`config.mk`:
```
export PLATFORM = sky130hd
export DESIGN_NAME = affine_ifs_point_generator
export DESIGN_NICKNAME = d
export VERILOG_FILES = /design/src/hw/rtl/aifs_pkg.sv /design/src/hw/rtl/affine_ifs_point_generator.sv
export SDC_FILE = /design/constraint.sdc
export NUM_CORES = 2
export LEC_CHECK = 0
export BUFFER_PORTS_ARGS = -buffer_cell sky130_fd_sc_hd__buf_2
export CORE_MARGIN = 1.5
export CORE_UTILIZATION = 40
export CTS_CLUSTER_SIZE = 16
export DETAILED_ROUTE_END_ITERATION = 16
export GPL_TIMING_DRIVEN = 0
export PLACE_DENSITY = 0.57
export RECOVER_POWER = 100
export SKIP_LAST_GASP = 1
export SYNTH_ARGS = -nofsm -noshare
export SYNTH_HDL_FRONTEND = slang
export SYNTH_SLANG_ARGS = --single-unit
```
`constraint.sdc`:
```
create_clock -name i_clk -period 32.3 [get_ports i_clk]
set_clock_uncertainty 0.1 [all_clocks]
set_input_delay 1.615 -clock i_clk [delete_from_list [all_inputs] [get_ports i_clk]]
set_output_delay 1.615 -clock i_clk [all_outputs]
set_load 0.005 [all_outputs]
```
`src/hw/rtl/aifs_pkg.sv`:
```
// Package for the affine IFS point generator: formats, map codes,
// register indexes and the fixed coefficient table of the four maps.
// No dependencies.
package aifs_pkg;

    // Point format: signed fixed point
    localparam int COORD_BITS = 24;
    localparam int FRAC_BITS  = 16;

    // Coefficients: signed, CF_BITS fraction bits, CF_W bits wide
    localparam int CF_BITS = 20;
    localparam int CF_W    = 22;

    // Accumulator holds two products plus the shifted offset exactly
    localparam int WIDE_BITS = (COORD_BITS > FRAC_BITS) ? COORD_BITS : FRAC_BITS;
    localparam int ACC_W     = WIDE_BITS + CF_W + 2;
    localparam int PROD_W    = COORD_BITS + CF_W;

    // Saturation bounds in accumulator width
    localparam logic signed [ACC_W-1:0] SAT_MAX =
        ACC_W'((64'sd1 <<< (COORD_BITS - 1)) - 64'sd1);
    localparam logic signed [ACC_W-1:0] SAT_MIN =
        ACC_W'(-(64'sd1 <<< (COORD_BITS - 1)));
    localparam logic signed [ACC_W-1:0] RND_HALF =
        ACC_W'(64'sd1 <<< (CF_BITS - 1));

    // Draw and threshold width
    localparam int DRAW_W = 7;

    // Configuration port
    localparam int ADDR_W = 4;
    localparam int DATA_W = 32;

    typedef enum logic [1:0] {
        REG_STEM_LIMIT  = 2'd0,
        REG_LEFT_LIMIT  = 2'd1,
        REG_RIGHT_LIMIT = 2'd2,
        REG_NONE        = 2'd3
    } t_reg_idx;

    localparam logic [DRAW_W-1:0] STEM_LIMIT_RST  = 7'd1;
    localparam logic [DRAW_W-1:0] LEFT_LIMIT_RST  = 7'd8;
    localparam logic [DRAW_W-1:0] RIGHT_LIMIT_RST = 7'd15;

    typedef enum logic [1:0] {
        MAP_STEM  = 2'd0,
        MAP_LEFT  = 2'd1,
        MAP_RIGHT = 2'd2,
        MAP_FROND = 2'd3
    } t_map;

    // x' = ax*x + bx*y + cx ; y' = ay*x + by*y + cy
    typedef struct packed {
        logic signed [CF_W-1:0] ax;
        logic signed [CF_W-1:0] bx;
        logic signed [CF_W-1:0] cx;
        logic signed [CF_W-1:0] ay;
        logic signed [CF_W-1:0] by;
        logic signed [CF_W-1:0] cy;
    } t_coef;

    localparam logic signed [CF_W-1:0] C_ZERO  = 22'sd0;
    localparam logic signed [CF_W-1:0] C_0P2   = 22'sd209715;
    localparam logic signed [CF_W-1:0] C_0P31  = 22'sd325059;
    localparam logic signed [CF_W-1:0] C_0P255 = 22'sd267387;
    localparam logic signed [CF_W-1:0] C_0P245 = 22'sd256901;
    localparam logic signed [CF_W-1:0] C_0P29  = 22'sd304087;
    localparam logic signed [CF_W-1:0] C_0P15  = 22'sd157286;
    localparam logic signed [CF_W-1:0] C_0P24  = 22'sd251658;
    localparam logic signed [CF_W-1:0] C_0P25  = 22'sd262144;
    localparam logic signed [CF_W-1:0] C_0P68  = 22'sd713032;
    localparam logic signed [CF_W-1:0] C_0P845 = 22'sd886047;
    localparam logic signed [CF_W-1:0] C_0P035 = 22'sd36700;
    localparam logic signed [CF_W-1:0] C_0P82  = 22'sd859832;
    localparam logic signed [CF_W-1:0] C_1P6   = 22'sd1677722;

    // Coefficient set of each map
    function automatic t_coef map_coef(input t_map sel);
        t_coef c;
        unique case (sel)
            MAP_STEM:  c = '{C_ZERO, C_ZERO, C_ZERO, C_ZERO, C_0P2, C_ZERO};
            MAP_LEFT:  c = '{C_0P2, -C_0P31, C_ZERO, C_0P255, C_0P245, C_0P29};
            MAP_RIGHT: c = '{-C_0P15, C_0P24, C_ZERO, C_0P25, C_0P2, C_0P68};
            MAP_FROND: c = '{C_0P845, C_0P035, C_ZERO, -C_0P035, C_0P82, C_1P6};
            default:   c = '{C_ZERO, C_ZERO, C_ZERO, C_ZERO, C_ZERO, C_ZERO};
        endcase
        return c;
    endfunction

endpackage

```
`src/hw/rtl/affine_ifs_point_generator.sv`:
```
// Affine IFS point generator top level: map select, multiply-add,
// rounding, saturation, output skid and APB register file.
// Depends on aifs_pkg.
//
//  channel  | direction | handshake           | payload
//  ---------+-----------+---------------------+-------------------------------
//  draw in  | input     | i_valid / o_ready   | i_draw
//  point out| output    | o_valid / i_ready   | o_point_x, o_point_y, o_map_used
//  config   | input     | psel/penable/pwrite | paddr, pwdata, prdata, pready
//
// One transaction per cycle while o_ready is high: the current point register
// feeds the map multiply-add, the new point is stored at the same edge it is accepted.
// The output register plus one skid register hold a result accepted under a stall;
// o_ready drops only while the skid register holds a result.
// Synchronous active-low reset clears the point to the origin, empties
// both output stages and loads the default thresholds.
module affine_ifs_point_generator (
    input  logic                                   i_clk,
    input  logic                                   i_rst_n,
    input  logic                                   i_valid,
    output logic                                   o_ready,
    input  logic [aifs_pkg::DRAW_W-1:0]            i_draw,
    output logic                                   o_valid,
    input  logic                                   i_ready,
    output logic signed [aifs_pkg::COORD_BITS-1:0] o_point_x,
    output logic signed [aifs_pkg::COORD_BITS-1:0] o_point_y,
    output logic [1:0]                             o_map_used,
    input  logic                                   psel,
    input  logic                                   penable,
    input  logic                                   pwrite,
    input  logic [aifs_pkg::ADDR_W-1:0]            paddr,
    input  logic [aifs_pkg::DATA_W-1:0]            pwdata,
    output logic [aifs_pkg::DATA_W-1:0]            prdata,
    output logic                                   pready
);
    import aifs_pkg::*;

    // Evaluate a*x + b*y + c, round half up, saturate to the point range
    function automatic logic signed [COORD_BITS-1:0] affine_eval(
        input logic signed [CF_W-1:0]       a,
        input logic signed [CF_W-1:0]       b,
        input logic signed [CF_W-1:0]       c,
        input logic signed [COORD_BITS-1:0] x,
        input logic signed [COORD_BITS-1:0] y
    );
        logic signed [PROD_W-1:0] p_a;
        logic signed [PROD_W-1:0] p_b;
        logic signed [ACC_W-1:0]  acc;
        logic signed [ACC_W-1:0]  rnd;
        logic signed [ACC_W-1:0]  sat;
        p_a = a * x;
        p_b = b * y;
        acc = ACC_W'(p_a) + ACC_W'(p_b) + (ACC_W'(c) <<< FRAC_BITS);
        rnd = (acc + RND_HALF) >>> CF_BITS;
        if (rnd > SAT_MAX) begin
            sat = SAT_MAX;
        end else if (rnd < SAT_MIN) begin
            sat = SAT_MIN;
        end else begin
            sat = rnd;
        end
        return sat[COORD_BITS-1:0];
    endfunction

    // Registers
    logic [DRAW_W-1:0] r_stem_limit;
    logic [DRAW_W-1:0] r_left_limit;
    logic [DRAW_W-1:0] r_right_limit;

    logic signed [COORD_BITS-1:0] r_cur_x, n_cur_x;
    logic signed [COORD_BITS-1:0] r_cur_y, n_cur_y;

    logic                         r_out_valid;
    logic signed [COORD_BITS-1:0] r_out_x;
    logic signed [COORD_BITS-1:0] r_out_y;
    t_map                         r_out_map;

    logic                         r_skid_valid;
    logic signed [COORD_BITS-1:0] r_skid_x;
    logic signed [COORD_BITS-1:0] r_skid_y;
    t_map                         r_skid_map;

    t_map     n_map;
    t_coef    coef;
    logic     in_acc;
    logic     out_free;
    logic     cfg_wr;
    t_reg_idx cfg_idx;

    assign o_ready  = !r_skid_valid;
    assign in_acc   = i_valid && o_ready;
    assign out_free = !r_out_valid || i_ready;

    // Map select in priority order, then the multiply-add
    always_comb begin
        priority if (i_draw <= r_stem_limit) begin
            n_map = MAP_STEM;
        end else if (i_draw <= r_left_limit) begin
            n_map = MAP_LEFT;
        end else if (i_draw <= r_right_limit) begin
            n_map = MAP_RIGHT;
        end else begin
            n_map = MAP_FROND;
        end
        coef    = map_coef(n_map);
        n_cur_x = affine_eval(coef.ax, coef.bx, coef.cx, r_cur_x, r_cur_y);
        n_cur_y = affine_eval(coef.ay, coef.by, coef.cy, r_cur_x, r_cur_y);
    end

    // Current point
    always_ff @(posedge i_clk) begin
        if (!i_rst_n) begin
            r_cur_x <= '0;
            r_cur_y <= '0;
        end else if (in_acc) begin
            r_cur_x <= n_cur_x;
            r_cur_y <= n_cur_y;
        end
    end

    // Output register and skid register
    always_ff @(posedge i_clk) begin
        if (!i_rst_n) begin
            r_out_valid  <= 1'b0;
            r_skid_valid <= 1'b0;
        end else if (out_free) begin
            if (r_skid_valid) begin
                r_out_valid  <= 1'b1;
                r_skid_valid <= 1'b0;
            end else begin
                r_out_valid  <= in_acc;
            end
        end else if (in_acc) begin
            r_skid_valid <= 1'b1;
        end
    end

    always_ff @(posedge i_clk) begin
        if (out_free) begin
            if (r_skid_valid) begin
                r_out_x   <= r_skid_x;
                r_out_y   <= r_skid_y;
                r_out_map <= r_skid_map;
            end else if (in_acc) begin
                r_out_x   <= n_cur_x;
                r_out_y   <= n_cur_y;
                r_out_map <= n_map;
            end
        end else if (in_acc) begin
            r_skid_x   <= n_cur_x;
            r_skid_y   <= n_cur_y;
            r_skid_map <= n_map;
        end
    end

    assign o_valid    = r_out_valid;
    assign o_point_x  = r_out_x;
    assign o_point_y  = r_out_y;
    assign o_map_used = r_out_map;

    // Register file
    assign pready  = 1'b1;
    assign cfg_idx = t_reg_idx'(paddr[ADDR_W-1:2]);
    assign cfg_wr  = psel && penable && pwrite && pready;

    always_ff @(posedge i_clk) begin
        if (!i_rst_n) begin
            r_stem_limit  <= STEM_LIMIT_RST;
            r_left_limit  <= LEFT_LIMIT_RST;
            r_right_limit <= RIGHT_LIMIT_RST;
        end else if (cfg_wr) begin
            unique case (cfg_idx)
                REG_STEM_LIMIT:  r_stem_limit  <= pwdata[DRAW_W-1:0];
                REG_LEFT_LIMIT:  r_left_limit  <= pwdata[DRAW_W-1:0];
                REG_RIGHT_LIMIT: r_right_limit <= pwdata[DRAW_W-1:0];
                default: ;
            endcase
        end
    end

    always_comb begin
        unique case (cfg_idx)
            REG_STEM_LIMIT:  prdata = DATA_W'(r_stem_limit);
            REG_LEFT_LIMIT:  prdata = DATA_W'(r_left_limit);
            REG_RIGHT_LIMIT: prdata = DATA_W'(r_right_limit);
            default:         prdata = '0;
        endcase
    end

    // Checks
    a_skid_needs_out: assert property (@(posedge i_clk) disable iff (!i_rst_n)
        r_skid_valid |-> r_out_valid)
        else $error("skid register full while output register empty");

    a_stall_to_skid: assert property (@(posedge i_clk) disable iff (!i_rst_n)
        (in_acc && r_out_valid && !i_ready) |=> r_skid_valid)
        else $error("transaction accepted under stall not held in skid");

    a_out_tracks_state: assert property (@(posedge i_clk) disable iff (!i_rst_n)
        (in_acc && out_free) |=> (o_point_x == r_cur_x && o_point_y == r_cur_y))
        else $error("output point differs from stored point");

    a_stem_zero_x: assert property (@(posedge i_clk) disable iff (!i_rst_n)
        (o_valid && o_map_used == MAP_STEM) |-> (o_point_x == '0))
        else $error("stem map produced nonzero x");

endmodule

```
Yosys cells after proc, flatten, opt, wreduce, memory -nomap -nowiden
Index checks and enable logic that the tools add are counted.

operators by class
  $add $sub $neg = 6
  $mul = 4
  magnitude comparators = 7
  equal/unequal tests = 5
  multiplexer cells = 16
  bitwise operators = 2
  reductions and logical operators = 15

operators with widths
  operator                                              number
  one-hot mux 132 bit (4 select lines)                  1
  2-to-1 mux 24 bit                                     8
  multiplier 22 x 24 -> 46 bit                          4
  adder 47 x 38 -> 48 bit                               2
  adder 48 x 21 -> 48 bit, second input constant        2
  adder 46 x 46 -> 47 bit                               2
  > comparator 28 x 24 -> 1 bit, second input constant  2
  < comparator 28 x 24 -> 1 bit, second input constant  2
  <= comparator 7 bit                                   3
  one-hot mux 7 bit (3 select lines)                    1
  AND reduction 2 bit                                   5
  2-to-1 mux 2 bit                                      4
  == test 2 bit, second input constant                  3
  == test 2 x 1 -> 1 bit, second input constant         2
  zero test 2 bit                                       2
  logical AND 1 bit                                     3
  zero test 1 bit                                       2
  2-to-1 mux 1 bit                                      2
  inverter 1 bit                                        2
  nonzero test 2 bit                                    1
  OR reduction 2 bit                                    1
  logical OR 1 bit                                      1

storage, ports and cells
  register bits after elaboration = 171
  input port bits = 50
  output and inout port bits = 85
  logic and storage cells = 68

Depth between registers and ports, before layout
  depth in word-level cells = 15
  depth in mapped cells = 47
  gate-level depth less buffers = 42

Worst setup path after synthesis
Ideal clock, no wire load.

  path type = input-to-reg
  from = input port i_draw[5] in the netlist's numbering
  to = register r_out_x[13] (netlist: o_point_x[13]) (data pin)
  library setup time = 0.256 ns
  arrival time = 12.996 ns
  data required time = 31.944 ns
  path slack = 18.948 ns
  stages on the path = 39
  buffers on the path = 7
  path through = ha_1 > a21o_1 > a21oi_1 > nand3_1 > nand3_1 > nor2b_1 > clkbuf_1 > clkbuf_1 > clkbuf_1 > ha_1 > buf_2 > clkbuf_1 > clkbuf_1 > nand2_1 > fa_1 > inv_1 > fa_1 > fa_1 > [3 not listed] > fa_1 > fa_1 > inv_1 > fa_1 > inv_1 > fa_1 > inv_1 > ha_1 > and2_1 > nand3_1 > or3_1 > o311ai_1 > o211ai_2 > xnor2_2 > o41a_4 > nor2_2 > buf_6 > a2bb2oi_2

between the ends
  longest elaborated chain between the ends = 15
  elaborated cells between the ends (all ways) = 22
  classes of those cells = 3 x add/sub; 2 x mul; 5 x order compare; 3 x eq/ne; 8 x mux; 1 x reduce/logical

ends and longest elaborated chain
  item                                             RTL line                                                            text
  start, declared                                  affine_ifs_point_generator.sv:22                                    input logic [aifs_pkg::DRAW_W-1:0] i_draw,
  <= comparator 7 bit                              affine_ifs_point_generator.sv:100                                   end else if (i_draw <= r_right_limit) begin
  2-to-1 mux 1 bit                                 affine_ifs_point_generator.sv:100
  2-to-1 mux 2 bit                                 affine_ifs_point_generator.sv:98                                    end else if (i_draw <= r_left_limit) begin
  2-to-1 mux 2 bit *                               affine_ifs_point_generator.sv:96                                    priority if (i_draw <= r_stem_limit) begin
  named net n_map[0]                               affine_ifs_point_generator.sv:83                                    t_map n_map;
  == test 2 bit (tied with other cells)            aifs_pkg.sv:80                                                      unique case (sel)
  one-hot mux 132 bit (4 select lines) *           aifs_pkg.sv:80
  multiplier 22 x 24 -> 46 bit (on tied branches)  affine_ifs_point_generator.sv:51, affine_ifs_point_generator.sv:52
  adder 46 x 46 -> 47 bit *                        affine_ifs_point_generator.sv:53                                    acc = ACC_W'(p_a) + ACC_W'(p_b) + (ACC_W'(c) <<< FRAC_BITS);
  adder 47 x 38 -> 48 bit *                        affine_ifs_point_generator.sv:53
  adder 48 x 21 -> 48 bit *                        affine_ifs_point_generator.sv:54                                    rnd = (acc + RND_HALF) >>> CF_BITS;
  < comparator 28 x 24 -> 1 bit                    affine_ifs_point_generator.sv:57                                    end else if (rnd < SAT_MIN) begin
  2-to-1 mux 24 bit                                affine_ifs_point_generator.sv:57
  2-to-1 mux 24 bit *                              affine_ifs_point_generator.sv:55                                    if (rnd > SAT_MAX) begin
  2-to-1 mux 24 bit *                              affine_ifs_point_generator.sv:144                                   end else if (in_acc) begin
  2-to-1 mux 24 bit *                              affine_ifs_point_generator.sv:140                                   if (r_skid_valid) begin
  end signal, assigned                             affine_ifs_point_generator.sv:141                                   r_out_x <= r_skid_x;
  end signal, assigned                             affine_ifs_point_generator.sv:145                                   r_out_x <= n_cur_x;
  end, declared                                    affine_ifs_point_generator.sv:74                                    logic signed [COORD_BITS-1:0] r_out_x;

Mark *: on every way through the listed nets, which the timed path passes. The rest lies on a longest branch. The select of a mux whose other input is x is not followed.
A chain may end at the register's enable or synchronous reset.

Final worst setup path
  from = input port i_draw[5] in the netlist's numbering
  to = register r_out_x[20] (netlist: o_point_x[20]) (data pin)

The elaborated chain is that of the path after synthesis.

==> results.tsv <==
metric	value	unit
ios	135	
min_to	r_left_limit[3]	
grt_max_degree	33	
worst_pin_slew	2.67	ns
root_buffer	clkbuf_16	
wl_per_cell	31.4	um
clk_pin_slew	0.09	ns
postRouteAntennaNets	0	
synth_edf_count	100	
slew_headroom	-78.4	%
rows	157	
synth_top_area_share	55.8	%
initial_core_util	40.2	%
syn_inst	7025	
reg2reg_from	r_left_limit[5]	
cts_tree	yes	
core-area	0.183	sq mm
clk_path_buf_depth	2	
dr.pass1.iters	7	
crit_path_max_incr_delay	1.74	ns
syn_area	0.0734	sq mm
drc	0	
crit_slowest_cell	clkbuf_1	
arrival	24.15	ns
fmax	41.8	MHz
cts_hold_buffers	0	
place_inst	9524	
ys_top_cells_by_count	2381 x inv_1, 2046 x fa_1, 738 x ha_1	
nets	9994	
hp-start	r_left_limit[3]	
status	finished with violations	
post_cts_buffers	0	
grt_pass1_wl	420	mm
ys_seq_elements	171	
dieWidth	431	um
drt_iter0_markers	4936	
yosys-top-cells-area	fa_1 56%, ha_1 13%, inv_1 12%	
viasPerCell	5.23	
path_class	in2reg	
async_flop_share	0	%
fin_tns_setup	0	ns
gr-total-overflow	0	
antenna_found_initial	14	
rr_worst_depth	42	
grt_usage	33.2	%
fin_ws	8.36	ns
slew_violations	195	
numCtsBuffers	17	
worst-r2r-setup-slack	9.26	ns
setup-violations-final	0	
crit_path_start_kind	input port	
grt_pass1_vias	54200	
crit_top_cell	fa_1	
fillers	18200	
max_cap_violations	15	
wl	301	mm
violations	capacitance limit, slew limit	
hpwlAfterDp	270	mm
cts_resized	0	
end_kind	register	
vias	50000	
io_buffers	78	
final_cells	9567	
area_growth	5.33	%
drive_gt1_share	2.93	%
min_path_type	reg2reg	
gp_congestion	1.07	
cts.sinks	171	
die_area	0.186	sq mm
ys.warnings.count	0	
crit_fanout	14	
pre_cts_slack	11.52	ns
fin_crit_sh	74.1	%
r2r_end	o_point_x[20]	
htreeDepth	4	
holdPathStages	2	
fin_crit	23.94	ns
synthFlopType	edfxtp_1	
final-hold-violation-count	0	
die_h	431	um
ys_types	94	
synth.avg_cell_area	10.5	sq um
ys_seq_area_share	6.03	%
yosysMostFrequentCell	inv_1	
crit_required	32.51	ns
clock_latency	0.51	ns
synth_area_leader_cell	fa_1	
rsz0062_at_grt	no	
## worst max path at each step
stage                    from             to  slack [ns]  cells past startpoint
finish              i_draw[5]  o_point_x[20]        8.36                     42
floorplan           i_draw[5]  o_point_x[13]       18.95                     39
global route        i_draw[5]   o_point_x[6]        9.11                     43
global placement    i_draw[5]   o_point_x[3]       10.31                     40
detailed placement  i_draw[5]     r_cur_y[2]       11.52                     41
CTS                 i_draw[5]     r_cur_y[2]       12.02                     41
## registers in the layout (all words and copies together), names as in the netlist, 2 cells and up
register	cells
o_point_x	24
o_point_y	24
r_cur_x	24
r_cur_y	24
r_skid_x	24
r_skid_y	24
r_left_limit	7
r_right_limit	7
r_stem_limit	7
o_map_used	2
r_skid_map	2
## cells by family after synthesis
family / share of synthesized area [%]
multiplexers: 0.455
AND/OR/NAND/NOR: 5.98
XOR/XNOR: 1.18
other: 0.0102
flip-flops: 6.03
AO/OA/AOI/OAI: 4.59
adder cells (fa/ha/maj): 68.4
buffers and inverters: 13.4
## area by class of cell
type                    instances  area [sq um]  area share [%]
multi-input cells            4316         59000            76.3
clock inverters                15           174           0.225
well taps                    2385          2980            3.86
inverters                    2390          8970            11.6
repair buffers                 91           537           0.694
diodes                          9          22.5          0.0291
flip-flops and latches        171          4420            5.72
clock buffers                  17           425           0.550
plain buffers                 173           816            1.05
## metrics by stage
stage | hold WS (ns) | cell area [sq um] | utilization (%)
3_3_place_gp | 0.386 | 76900 | 42.1
4_1_cts | 0.416 | 77700 | 42.5
6_report | 0.423 | 77300 | 42.3
3_5_place_dp | 0.398 | 77100 | 42.2
2_1_floorplan | 0.367 | 73500 | -
5_1_grt | 0.445 | 77300 | 42.3
## routing by layer
metal | vias to the layer above | global-route usage (%) | share of wire (%)
met5 | - | 0 | 0.012
met4 | 6 | 16.9 | 6.5
met3 | 538 | 9.10 | 10
met2 | 2497 | 49.8 | 44
met1 | 26400 | 44.2 | 40
li1 | 20500 | - | -
## worst max-delay path: cells and delay by family
family	cells	cell delay [ns]
adders and majority gates	12	6.31
xor gates and xnor gates	1	1.28
AOI/OAI and AO/OA	8	3.84
and+or+nand+nor	8	3.74
buffers and inverters	13	7.28
## cells in the final DEF (no fill, tap or decap), types with 64 or more instances in the layout
| cell type | count |
|---|---|
| fa_1 | 2046 |
| edfxtp_1 | 100 |
| and2_1 | 99 |
| xnor2_1 | 64 |
| ha_1 | 738 |
| nor2_1 | 168 |
| clkbuf_1 | 150 |
| nor2b_1 | 71 |
| dfxtp_1 | 71 |
| a21oi_1 | 131 |
| nand2_1 | 380 |
| o21ai_0 | 114 |
| inv_1 | 2380 |
Power is not shown: default switching activity piles up to over one toggle a cycle in this logic, so the estimate is an artifact.
